--- config.mk ---
export PLATFORM = sky130hd
export DESIGN_NAME = delta_list_callout_timer_core
export DESIGN_NICKNAME = d
export VERILOG_FILES = /design/src/hdl/dlct_pkg.sv /design/src/hdl/delta_list_callout_timer_core.sv /design/src/hdl/dlct_front.sv /design/src/hdl/dlct_engine.sv
export SDC_FILE = /design/constraint.sdc
export NUM_CORES = 2
export LEC_CHECK = 0
export BUFFER_PORTS_ARGS = -buffer_cell sky130_fd_sc_hd__buf_2
export CAP_MARGIN = 20
export CELL_PAD_IN_SITES_DETAIL_PLACEMENT = 1
export CELL_PAD_IN_SITES_GLOBAL_PLACEMENT = 1
export CORE_ASPECT_RATIO = 1.4
export CORE_MARGIN = 4
export CORE_UTILIZATION = 55
export CTS_CLUSTER_DIAMETER = 60
export DETAILED_ROUTE_END_ITERATION = 10
export PLACE_DENSITY_LB_ADDON = 0.1
export SETUP_SLACK_MARGIN = 0.15
export SLEW_MARGIN = 5
export SYNTH_ARGS = -nofsm -noshare
export SYNTH_HDL_FRONTEND = slang
export SYNTH_SLANG_ARGS = --single-unit
--- constraint.sdc ---
create_clock -name clk_i -period 15.9 [get_ports clk_i]
set_input_delay 3.18 -clock clk_i [delete_from_list [all_inputs] [get_ports clk_i]]
set_output_delay 3.18 -clock clk_i [all_outputs]
set_load 0.05 [all_outputs]
--- src/hdl/dlct_pkg.sv ---
package dlct_pkg;

  // Field widths of one command beat and one result beat.
  localparam int DELTA_W  = 15;
  localparam int HANDLE_W = 16;
  localparam int ARG_W    = 16;
  localparam int STATUS_W = 2;

  // Default table depth and the most entries fired by one tick.
  localparam int DEPTH_DEFAULT = 16;
  localparam int RESULT_LIMIT  = 16;
  localparam int FIRE_W        = $clog2(RESULT_LIMIT + 1);

  // Entries in the command queue between front and back.
  localparam int QDEPTH = 2;

  // Command kinds after classification.
  typedef enum logic [1:0] {
    OP_TICK      = 2'd0,
    OP_TICK_HELD = 2'd1,
    OP_INSERT    = 2'd2
  } op_e;

  // Result status codes.
  typedef enum logic [STATUS_W-1:0] {
    ST_FIRED    = 2'd0,
    ST_ACCEPTED = 2'd1,
    ST_FULL     = 2'd2
  } status_e;

  // One classified command as it sits in the queue.
  typedef struct packed {
    op_e                 op;
    logic [DELTA_W-1:0]  delay;
    logic [HANDLE_W-1:0] handle;
    logic [ARG_W-1:0]    argument;
  } cmd_t;

endpackage

--- src/hdl/delta_list_callout_timer_core.sv ---
// Callout timer queue kept as a sorted delta list of TABLE_DEPTH entries.
// A command beat is taken on a rising edge with start_i high and busy_o low;
// mode_i high inserts a timeout, low is one clock tick (blocked_i high
// decrements but fires nothing). Beats land in a two-entry command queue, so
// busy_o rises only when two commands wait behind the one in progress. The
// receiver cannot stall: each result shows for exactly one cycle with
// strobe_o high, and every result of one command is marked last_o on its
// final beat. The table sits in a ring of registers that turns one slot per
// clock, and that ring sets the cost: an insert walks past the entries that
// expire no later than it, lands, and turns the ring the rest of the way
// round before its single result; an insert that lands at the head answers
// as it lands, and a refused insert on a full table answers straight from
// idle. A tick on a non-empty table turns the ring once around and then
// fires the expired entries, with the fired beats on consecutive cycles; a
// tick on an empty table is taken without a turn and fires nothing.
// Fired beats carry the entry's handle and argument; accept and refuse beats
// carry zeros.
module delta_list_callout_timer_core #(
  parameter int TABLE_DEPTH = dlct_pkg::DEPTH_DEFAULT
) (
  input  logic                          clk_i,
  input  logic                          rst_ni,
  input  logic                          start_i,
  output logic                          busy_o,
  input  logic                          mode_i,
  input  logic                          blocked_i,
  input  logic [dlct_pkg::DELTA_W-1:0]  delay_ticks_i,
  input  logic [dlct_pkg::HANDLE_W-1:0] handle_i,
  input  logic [dlct_pkg::ARG_W-1:0]    argument_i,
  output logic                          strobe_o,
  output logic [dlct_pkg::STATUS_W-1:0] status_o,
  output logic [dlct_pkg::HANDLE_W-1:0] fired_handle_o,
  output logic [dlct_pkg::ARG_W-1:0]    fired_argument_o,
  output logic                          last_o
);
  import dlct_pkg::*;

  cmd_t cmd;
  logic cmd_valid;
  logic cmd_pop;

  // Front: take and classify command beats, queue them.
  dlct_front u_front (
    .clk_i         (clk_i),
    .rst_ni        (rst_ni),
    .start_i       (start_i),
    .mode_i        (mode_i),
    .blocked_i     (blocked_i),
    .delay_ticks_i (delay_ticks_i),
    .handle_i      (handle_i),
    .argument_i    (argument_i),
    .busy_o        (busy_o),
    .pop_i         (cmd_pop),
    .cmd_valid_o   (cmd_valid),
    .cmd_o         (cmd)
  );

  // Back: walk, insert, tick and fire on the register ring.
  dlct_engine #(
    .TABLE_DEPTH (TABLE_DEPTH)
  ) u_engine (
    .clk_i            (clk_i),
    .rst_ni           (rst_ni),
    .cmd_valid_i      (cmd_valid),
    .cmd_i            (cmd),
    .pop_o            (cmd_pop),
    .strobe_o         (strobe_o),
    .status_o         (status_o),
    .fired_handle_o   (fired_handle_o),
    .fired_argument_o (fired_argument_o),
    .last_o           (last_o)
  );

endmodule

--- src/hdl/dlct_front.sv ---
module dlct_front (
  input  logic                          clk_i,
  input  logic                          rst_ni,
  input  logic                          start_i,
  input  logic                          mode_i,
  input  logic                          blocked_i,
  input  logic [dlct_pkg::DELTA_W-1:0]  delay_ticks_i,
  input  logic [dlct_pkg::HANDLE_W-1:0] handle_i,
  input  logic [dlct_pkg::ARG_W-1:0]    argument_i,
  output logic                          busy_o,
  input  logic                          pop_i,
  output logic                          cmd_valid_o,
  output dlct_pkg::cmd_t                cmd_o
);
  import dlct_pkg::*;

  localparam int QIW = (QDEPTH > 1) ? $clog2(QDEPTH) : 1;
  localparam int QCW = $clog2(QDEPTH + 1);

  cmd_t           q_mem [QDEPTH];
  cmd_t           beat_cmd;
  logic [QIW-1:0] wr_ptr_q, wr_ptr_d;
  logic [QIW-1:0] rd_ptr_q, rd_ptr_d;
  logic [QCW-1:0] fill_q, fill_d;
  logic           push;
  logic           pop;

  // Classify the incoming beat into a tick, a held tick or an insert.
  always_comb begin
    if (mode_i) begin
      beat_cmd.op = OP_INSERT;
    end else if (blocked_i) begin
      beat_cmd.op = OP_TICK_HELD;
    end else begin
      beat_cmd.op = OP_TICK;
    end
    beat_cmd.delay    = delay_ticks_i;
    beat_cmd.handle   = handle_i;
    beat_cmd.argument = argument_i;
  end

  // Queue handshake on both sides.
  assign busy_o      = (fill_q == QCW'(QDEPTH));
  assign cmd_valid_o = (fill_q != '0);
  assign cmd_o       = q_mem[rd_ptr_q];
  assign push        = start_i && !busy_o;
  assign pop         = pop_i && cmd_valid_o;

  // Pointer and fill bookkeeping.
  always_comb begin
    wr_ptr_d = wr_ptr_q;
    rd_ptr_d = rd_ptr_q;
    if (push) begin
      wr_ptr_d = (wr_ptr_q == QIW'(QDEPTH - 1)) ? '0 : wr_ptr_q + 1'b1;
    end
    if (pop) begin
      rd_ptr_d = (rd_ptr_q == QIW'(QDEPTH - 1)) ? '0 : rd_ptr_q + 1'b1;
    end
    fill_d = fill_q + QCW'(push) - QCW'(pop);
  end

  always_ff @(posedge clk_i or negedge rst_ni) begin
    if (!rst_ni) begin
      wr_ptr_q <= '0;
      rd_ptr_q <= '0;
      fill_q   <= '0;
    end else begin
      wr_ptr_q <= wr_ptr_d;
      rd_ptr_q <= rd_ptr_d;
      fill_q   <= fill_d;
    end
  end

  // Queue storage.
  always_ff @(posedge clk_i) begin
    if (push) begin
      q_mem[wr_ptr_q] <= beat_cmd;
    end
  end

endmodule

--- src/hdl/dlct_engine.sv ---
module dlct_engine #(
  parameter int TABLE_DEPTH = dlct_pkg::DEPTH_DEFAULT
) (
  input  logic                          clk_i,
  input  logic                          rst_ni,
  input  logic                          cmd_valid_i,
  input  dlct_pkg::cmd_t                cmd_i,
  output logic                          pop_o,
  output logic                          strobe_o,
  output logic [dlct_pkg::STATUS_W-1:0] status_o,
  output logic [dlct_pkg::HANDLE_W-1:0] fired_handle_o,
  output logic [dlct_pkg::ARG_W-1:0]    fired_argument_o,
  output logic                          last_o
);
  import dlct_pkg::*;

  localparam int CW = $clog2(TABLE_DEPTH + 1);

  typedef enum logic [4:0] {
    S_IDLE   = 5'b00001,
    S_WALK   = 5'b00010,
    S_ROTATE = 5'b00100,
    S_SCAN   = 5'b01000,
    S_FIRE   = 5'b10000
  } state_e;

  typedef enum logic [1:0] {
    RING_HOLD = 2'd0,
    RING_ROT  = 2'd1,
    RING_POP  = 2'd2,
    RING_INS  = 2'd3
  } ring_op_e;

  // The table is a ring of registers that is only ever looked at in slot 0
  // (and slot 1 for the look-ahead on the last fired entry).
  logic [DELTA_W-1:0]  delta_q  [TABLE_DEPTH];
  logic [DELTA_W-1:0]  delta_d  [TABLE_DEPTH];
  logic [HANDLE_W-1:0] handle_q [TABLE_DEPTH];
  logic [HANDLE_W-1:0] handle_d [TABLE_DEPTH];
  logic [ARG_W-1:0]    arg_q    [TABLE_DEPTH];
  logic [ARG_W-1:0]    arg_d    [TABLE_DEPTH];
  logic [DELTA_W-1:0]  nxt_delta  [TABLE_DEPTH];
  logic [HANDLE_W-1:0] nxt_handle [TABLE_DEPTH];
  logic [ARG_W-1:0]    nxt_arg    [TABLE_DEPTH];
  logic [DELTA_W-1:0]  prv_delta  [TABLE_DEPTH];
  logic [HANDLE_W-1:0] prv_handle [TABLE_DEPTH];
  logic [ARG_W-1:0]    prv_arg    [TABLE_DEPTH];

  state_e              state_q, state_d;
  logic [CW-1:0]       count_q, count_d;
  logic [CW-1:0]       rot_q, rot_d;
  logic [FIRE_W-1:0]   fired_q, fired_d;
  logic                dec_done_q, dec_done_d;
  logic                hold_q, hold_d;
  logic [DELTA_W-1:0]  t_q, t_d;
  logic [HANDLE_W-1:0] new_handle_q, new_handle_d;
  logic [ARG_W-1:0]    new_arg_q, new_arg_d;

  logic                strobe_q, strobe_d;
  status_e             status_q, status_d;
  logic [HANDLE_W-1:0] out_handle_q, out_handle_d;
  logic [ARG_W-1:0]    out_arg_q, out_arg_d;
  logic                last_q, last_d;

  ring_op_e            ring_op;
  logic                dec_now;
  logic                more_fire;
  logic [DELTA_W-1:0]  head_delta;
  logic [DELTA_W-1:0]  split_delta;
  logic [CW-1:0]       ins_span;

  // Neighbor views of the ring: slot g+1 and slot g-1, wrapping around.
  for (genvar g = 0; g < TABLE_DEPTH; g++) begin : g_slot
    localparam int Nxt = (g + 1) % TABLE_DEPTH;
    localparam int Prv = (g + TABLE_DEPTH - 1) % TABLE_DEPTH;
    assign nxt_delta[g]  = delta_q[Nxt];
    assign nxt_handle[g] = handle_q[Nxt];
    assign nxt_arg[g]    = arg_q[Nxt];
    assign prv_delta[g]  = delta_q[Prv];
    assign prv_handle[g] = handle_q[Prv];
    assign prv_arg[g]    = arg_q[Prv];
  end

  // Head entry as it wraps to the tail, decremented when the tick lands on it.
  assign head_delta  = dec_now ? delta_q[0] - DELTA_W'(1) : delta_q[0];
  // Remaining delay of the entry that ends up behind the new one.
  assign split_delta = delta_q[0] - t_q;
  // Entries from the insert point to the end of the list.
  assign ins_span    = count_q - rot_q;
  // Whether slot 1 will fire right after the head.
  assign more_fire   = (count_q > CW'(1)) && (delta_q[1] == '0) &&
                       (fired_q < FIRE_W'(RESULT_LIMIT - 1));

  // Sequencer.
  always_comb begin
    state_d      = state_q;
    count_d      = count_q;
    rot_d        = rot_q;
    fired_d      = fired_q;
    dec_done_d   = dec_done_q;
    hold_d       = hold_q;
    t_d          = t_q;
    new_handle_d = new_handle_q;
    new_arg_d    = new_arg_q;
    strobe_d     = 1'b0;
    status_d     = ST_FIRED;
    out_handle_d = '0;
    out_arg_d    = '0;
    last_d       = 1'b0;
    ring_op      = RING_HOLD;
    dec_now      = 1'b0;
    pop_o        = 1'b0;

    case (state_q)
      S_IDLE: begin
        if (cmd_valid_i) begin
          pop_o = 1'b1;
          case (cmd_i.op)
            OP_INSERT: begin
              if (count_q == CW'(TABLE_DEPTH)) begin
                strobe_d = 1'b1;
                status_d = ST_FULL;
                last_d   = 1'b1;
              end else begin
                t_d          = cmd_i.delay;
                new_handle_d = cmd_i.handle;
                new_arg_d    = cmd_i.argument;
                rot_d        = '0;
                state_d      = S_WALK;
              end
            end
            OP_TICK, OP_TICK_HELD: begin
              if (count_q != '0) begin
                rot_d      = '0;
                dec_done_d = 1'b0;
                hold_d     = (cmd_i.op == OP_TICK_HELD);
                state_d    = S_SCAN;
              end
            end
            default: ;
          endcase
        end
      end

      // Step past every entry that expires no later than the new one.
      S_WALK: begin
        if ((rot_q < count_q) && (delta_q[0] <= t_q)) begin
          t_d     = t_q - delta_q[0];
          ring_op = RING_ROT;
          rot_d   = rot_q + 1'b1;
        end else begin
          ring_op = RING_INS;
          count_d = count_q + 1'b1;
          if (rot_q == '0) begin
            strobe_d = 1'b1;
            status_d = ST_ACCEPTED;
            last_d   = 1'b1;
            state_d  = S_IDLE;
          end else begin
            state_d = S_ROTATE;
          end
        end
      end

      // Turn the ring the rest of the way so the head is back in slot 0.
      S_ROTATE: begin
        ring_op = RING_ROT;
        rot_d   = rot_q + 1'b1;
        if (rot_q == CW'(TABLE_DEPTH - 1)) begin
          strobe_d = 1'b1;
          status_d = ST_ACCEPTED;
          last_d   = 1'b1;
          state_d  = S_IDLE;
        end
      end

      // One full turn; the first nonzero delta in the list loses one tick.
      S_SCAN: begin
        ring_op = RING_ROT;
        rot_d   = rot_q + 1'b1;
        if (!dec_done_q && (rot_q < count_q) && (delta_q[0] != '0)) begin
          dec_now    = 1'b1;
          dec_done_d = 1'b1;
        end
        if (rot_q == CW'(TABLE_DEPTH - 1)) begin
          fired_d = '0;
          state_d = hold_q ? S_IDLE : S_FIRE;
        end
      end

      // Pop expired entries off the head, one beat each.
      S_FIRE: begin
        if ((count_q != '0) && (delta_q[0] == '0) &&
            (fired_q < FIRE_W'(RESULT_LIMIT))) begin
          strobe_d     = 1'b1;
          status_d     = ST_FIRED;
          out_handle_d = handle_q[0];
          out_arg_d    = arg_q[0];
          last_d       = !more_fire;
          ring_op      = RING_POP;
          count_d      = count_q - 1'b1;
          fired_d      = fired_q + 1'b1;
          if (!more_fire) begin
            state_d = S_IDLE;
          end
        end else begin
          state_d = S_IDLE;
        end
      end

      default: state_d = S_IDLE;
    endcase
  end

  // Ring next-state: rotate, pop at the head, or open a gap at slot 0.
  always_comb begin
    for (int j = 0; j < TABLE_DEPTH; j++) begin
      delta_d[j]  = delta_q[j];
      handle_d[j] = handle_q[j];
      arg_d[j]    = arg_q[j];
      case (ring_op)
        RING_ROT: begin
          delta_d[j]  = nxt_delta[j];
          handle_d[j] = nxt_handle[j];
          arg_d[j]    = nxt_arg[j];
          if (j == TABLE_DEPTH - 1) begin
            delta_d[j] = head_delta;
          end
        end
        RING_POP: begin
          if (j != TABLE_DEPTH - 1) begin
            delta_d[j]  = nxt_delta[j];
            handle_d[j] = nxt_handle[j];
            arg_d[j]    = nxt_arg[j];
          end
        end
        RING_INS: begin
          if (j == 0) begin
            delta_d[j]  = t_q;
            handle_d[j] = new_handle_q;
            arg_d[j]    = new_arg_q;
          end else if (CW'(j) <= ins_span) begin
            delta_d[j]  = (j == 1) ? split_delta : prv_delta[j];
            handle_d[j] = prv_handle[j];
            arg_d[j]    = prv_arg[j];
          end
        end
        default: ;
      endcase
    end
  end

  always_ff @(posedge clk_i) begin
    delta_q  <= delta_d;
    handle_q <= handle_d;
    arg_q    <= arg_d;
  end

  // Control state.
  always_ff @(posedge clk_i or negedge rst_ni) begin
    if (!rst_ni) begin
      state_q    <= S_IDLE;
      count_q    <= '0;
      rot_q      <= '0;
      fired_q    <= '0;
      dec_done_q <= 1'b0;
      hold_q     <= 1'b0;
      strobe_q   <= 1'b0;
    end else begin
      state_q    <= state_d;
      count_q    <= count_d;
      rot_q      <= rot_d;
      fired_q    <= fired_d;
      dec_done_q <= dec_done_d;
      hold_q     <= hold_d;
      strobe_q   <= strobe_d;
    end
  end

  // Working registers and result payload.
  always_ff @(posedge clk_i) begin
    t_q          <= t_d;
    new_handle_q <= new_handle_d;
    new_arg_q    <= new_arg_d;
    status_q     <= status_d;
    out_handle_q <= out_handle_d;
    out_arg_q    <= out_arg_d;
    last_q       <= last_d;
  end

  assign strobe_o         = strobe_q;
  assign status_o         = status_q;
  assign fired_handle_o   = out_handle_q;
  assign fired_argument_o = out_arg_q;
  assign last_o           = last_q;

  // The list never holds more entries than the table has slots.
  a_count_bound: assert property (@(posedge clk_i) disable iff (!rst_ni)
    count_q <= CW'(TABLE_DEPTH))
    else $error("entry count beyond table depth");

  // The insert walk never runs past the end of the list.
  a_walk_bound: assert property (@(posedge clk_i) disable iff (!rst_ni)
    (state_q == S_WALK) |-> (rot_q <= count_q))
    else $error("insert walk past end of list");

  // A refused insert is only answered while the table is full.
  a_full_refuse: assert property (@(posedge clk_i) disable iff (!rst_ni)
    (strobe_q && (status_q == ST_FULL)) |-> (count_q == CW'(TABLE_DEPTH)))
    else $error("insert refused with room left");

  // A fired beat not marked last is followed at once by the next one.
  a_fire_train: assert property (@(posedge clk_i) disable iff (!rst_ni)
    (strobe_q && (status_q == ST_FIRED) && !last_q) |=> strobe_q)
    else $error("fired train broken before last beat");

endmodule
==> key figures <==
Outcome
  – Status: complete, no violations

Synthesis
  – Synth Cell Area: between 40000 and 50000 um2
  – Synth Flop Type: edfxtp_1
  – Cells after Synth: ~2400
  – Post-synth ARST share: roughly 2.8%
  – Post-synth EDFFs: around 900
  – Sequential share of the synthesized area: about 69%
  – Mapped Avg Cell Area: ~17 um2
  – Syn_nets: roughly 2500
  – #FFs+latches synth: between 900 and 1000
  – Synth warn: 0
  – Synth cell types: between 60 and 70

Global route
  – Total gr overflow: 0
  – Initial antenna violation count: 0
  – First-pass GRT wire length: about 140000 um
  – Vias in the first global route: ~24000
  – Maximum number of pins on one net before global-route repair: between 150 and 200
  – Overall Global Routing Usage: around 24%

Timing
  – Fin. max-slew vios: 0
  – Fmax achieved: ~150 MHz
  – Hold Fails Final Rpt: 0
  – Period Utilization, post-route: between 40 and 50%
  – RSZ-0062 raised after global routing: false
  – Post-route minimum period: between 6000 and 7000 ps
  – Final setup viols: 0
  – Max-slew headroom: 25.1%
  – Setup tns final: 0 ps
  – Worst-Margin Slew: ~1100 ps
  – Clock Skews: ~24 ps

Critical path
  – Critical path's largest stage delay: around 900 ps
  – WP data required: about 16000 ps
  – Critical Path Start Type: register
  – Worst EP arrival: between 7000 and 8000 ps
  – Critical-path top delay cell: buf_4
  – CP Capture Type: register
  – Buf/Inv on CP: 4
  – Crit-path cells: ha_1 > and4_1 > and2_1 > o211ai_1 > a22oi_1 > o21ai_1 > buf_4 > nand2_1 > ha_4 > buf_4 > buf_4 > buf_4 > mux2_2
  – Worst path top cell family by delay: buffers and inverters
  – Critical Path Fanout Max: 84
  – Most used cell, CP: buf_4
  – Critical path class: reg2reg

Floorplan
  – Die area: just under 80000 um2
  – # rows: 118
  – # IOs: a little under 90
  – Die Width: between 200 and 250 um
  – Die Ht: approximately 330 um
  – Initial Util: 55.5%
  – Core area: ~74000 um2

Finish
  – Share of layout cells above drive strength 1: between 40 and 50%
  – Nets@finish: approximately 2600
  – Filler cell count: approximately 6500
  – Antenna diodes: 0
  – Area grow syn2layout: 11.8%

Clock network
  – Hold Buf Count CTS: 0
  – Post-CTS Setup Bufs: 0
  – Clock sink count: between 900 and 1000
  – H-Tree Depth: 3
  – Total CTS buffers: slightly above 90
  – Resize count post-CTS: 0
  – Worst skew pair latency: around 650 ps
  – CTS clk-pin slew, worst paths: approximately 60 ps
  – Clk buf depth: 3
  – CTS tree: built
  – Root buf cell: clkbuf_16

Place
  – Port buffer count: 88
  – Placer Congestion: approximately 0.86
  – DP HPWL: 58200 um

Detailed routing
  – Via Count: 21100
  – Drt initial violations: ~1400
  – DRT Wirelength: slightly below 100000 um
  – Final ANT Viol Nets: 0
  – Drt wl/cell: roughly 27 um
  – Vias per std cell: 5.94
  – DRC: 0
  – Initial DRT Pass Iterations: 5

Pwr
  – Lkg Pwr: 0.0155 uW
  – Total Power: approximately 10000 uW
  – Maximum VDD drop: roughly 200 uV
  – Pwr Density: 213 nW/um2

Job
  – Max_cap viols: 0

Hold path
  – Hold WC Path Type: reg2reg
-- final cells by class --
cell class	instances	area [um2]	area share [%]
Clock buffer	112	2440	5.30
Clock inverter	58	686	1.49
Inverter	55	208	0.451
Multi-Input combinational cell	1290	12400	27.0
Sequential cell	959	28300	61.5
Tap cell	960	1200	2.61
Timing Repair Buffer	125	753	1.64
-- registers in the layout, indices dropped and copies added, names as in the netlist --
signal,flops
u_engine.arg_q,256
u_engine.count_q,5
u_engine.dec_done_q,1
u_engine.delta_q,240
u_engine.fired_argument_o,16
u_engine.fired_handle_o,16
u_engine.fired_q,5
u_engine.handle_q,256
u_engine.hold_q,1
u_engine.last_o,1
u_engine.new_arg_q,16
u_engine.new_handle_q,16
u_engine.rot_q,5
u_engine.state_q,5
u_engine.status_o,2
u_engine.strobe_o,1
u_engine.t_q,15
u_front.fill_q,2
u_front.q_mem,98
u_front.rd_ptr_q,1
u_front.wr_ptr_q,1
-- cell usage in the layout (no fill, tap or decap), types with 25 or more instances in the layout --
cell and n:
edfxtp_1 897, mux2_2 765, clkbuf_16 93, buf_2 89, inv_1 54, nand2_1 54
o21ai_0 51, ha_1 48, nor2_1 42, a21oi_1 37, dfxtp_1 35, and2_1 34
buf_4 33, xnor2_1 31, dfrtp_1 25
-- final timing paths --
path                                        from               endpoint  slack [ps]  depth (start not counted)
max reg2reg                u_engine.delta_q[235]  u_engine.handle_q[21]        9040                         13
min                          u_engine.dec_done_q    u_engine.dec_done_q         500                          2
max in group asynchronous                 rst_ni       u_front.rd_ptr_q       12840                          1
min in group asynchronous                 rst_ni    u_engine.count_q[2]        2570                          1
min reg2reg                  u_engine.dec_done_q    u_engine.dec_done_q         500                          2
max                        u_engine.delta_q[235]  u_engine.handle_q[21]        9040                         13
-- per-layer routing --
layer	track usage (%)	up-vias	wire [um]
li1	-	9499	-
met4	8.23	0	3310
met3	2.73	162	3300
met2	43.1	425	50300
met5	0	-	0
met1	30.5	11100	40000
-- worst register-to-register path, cell delays in order, from the launching register on --
cell,delay (ps)
edfxtp_1,470
ha_1,590
and4_1,330
and2_1,170
o211ai_1,100
a22oi_1,390
o21ai_1,110
buf_4,200
nand2_1,210
ha_4,750
buf_4,920
buf_4,920
buf_4,950
mux2_2,490
-- power by group --
group / leakage [uW] / total [uW] / internal, uW / switching, uW
Sequential: 0.00889 / 4830 / 4280 / 548
Clock: 0.00152 / 2280 / 1340 / 947
Combinational: 0.00506 / 2700 / 968 / 1730
-- cells in the mapped netlist, types with 4 or more instances --
master,count,share of area [%]
nand2b_1,9,0.14
inv_1,55,0.50
and2_1,34,0.52
o31a_1,5,0.11
and3_1,5,0.076
dfrtp_1,26,1.6
nor4_1,11,0.17
xor2_1,16,0.34
a211oi_1,11,0.20
dfxtp_1,35,1.7
nand2_1,54,0.49
a21oi_1,50,0.61
a31oi_1,4,0.061
nand3_1,14,0.17
o211ai_1,5,0.091
mux2_2,765,21
xnor2_1,31,0.66
nand4_1,11,0.17
o21a_1,6,0.11
a21o_1,13,0.24
nor2_1,46,0.42
or2_2,4,0.061
nor2b_1,14,0.21
mux2i_1,12,0.29
edfxtp_1,897,65
ha_1,49,1.5
o21ai_0,51,0.62
buf_1,6,0.055
o21ai_1,4,0.049
nor3_1,15,0.18
clkbuf_1,112,1.0
-- cells by family (layout without fill, tap and decap cells) --
| logic type | count (synthesis) | count (layout) | synth area share, % |
|---|---|---|---|
| flops | 959 | 959 | 68.8 |
| buf+inv | 173 | 350 | 1.58 |
| mux | 779 | 779 | 21.3 |
| fa+ha+maj | 52 | 52 | 1.64 |
| xor+xnor | 47 | 47 | 1.00 |
| compound gates | 171 | 171 | 2.58 |
| simple gates | 241 | 241 | 3.10 |
-- through the flow --
| stage | hold WS [ps] | cells | area [um2] | utilization, % | setup slack, ps |
|---|---|---|---|---|---|
| final | 502 | 3559 | 46000 | 62.1 | 9040 |
| after global routing | 554 | 3559 | 46000 | 62.1 | 8530 |
| after CTS | 509 | 3558 | 46000 | 62.1 | 8970 |
| after detailed placement | 486 | 3388 | 42900 | 57.9 | 9040 |
| after global placement | 484 | 3386 | 42900 | 57.8 | 9220 |
| after floorplan | 460 | 2422 | 41200 | - | 9910 |
(Power assumes the default switching activity.)
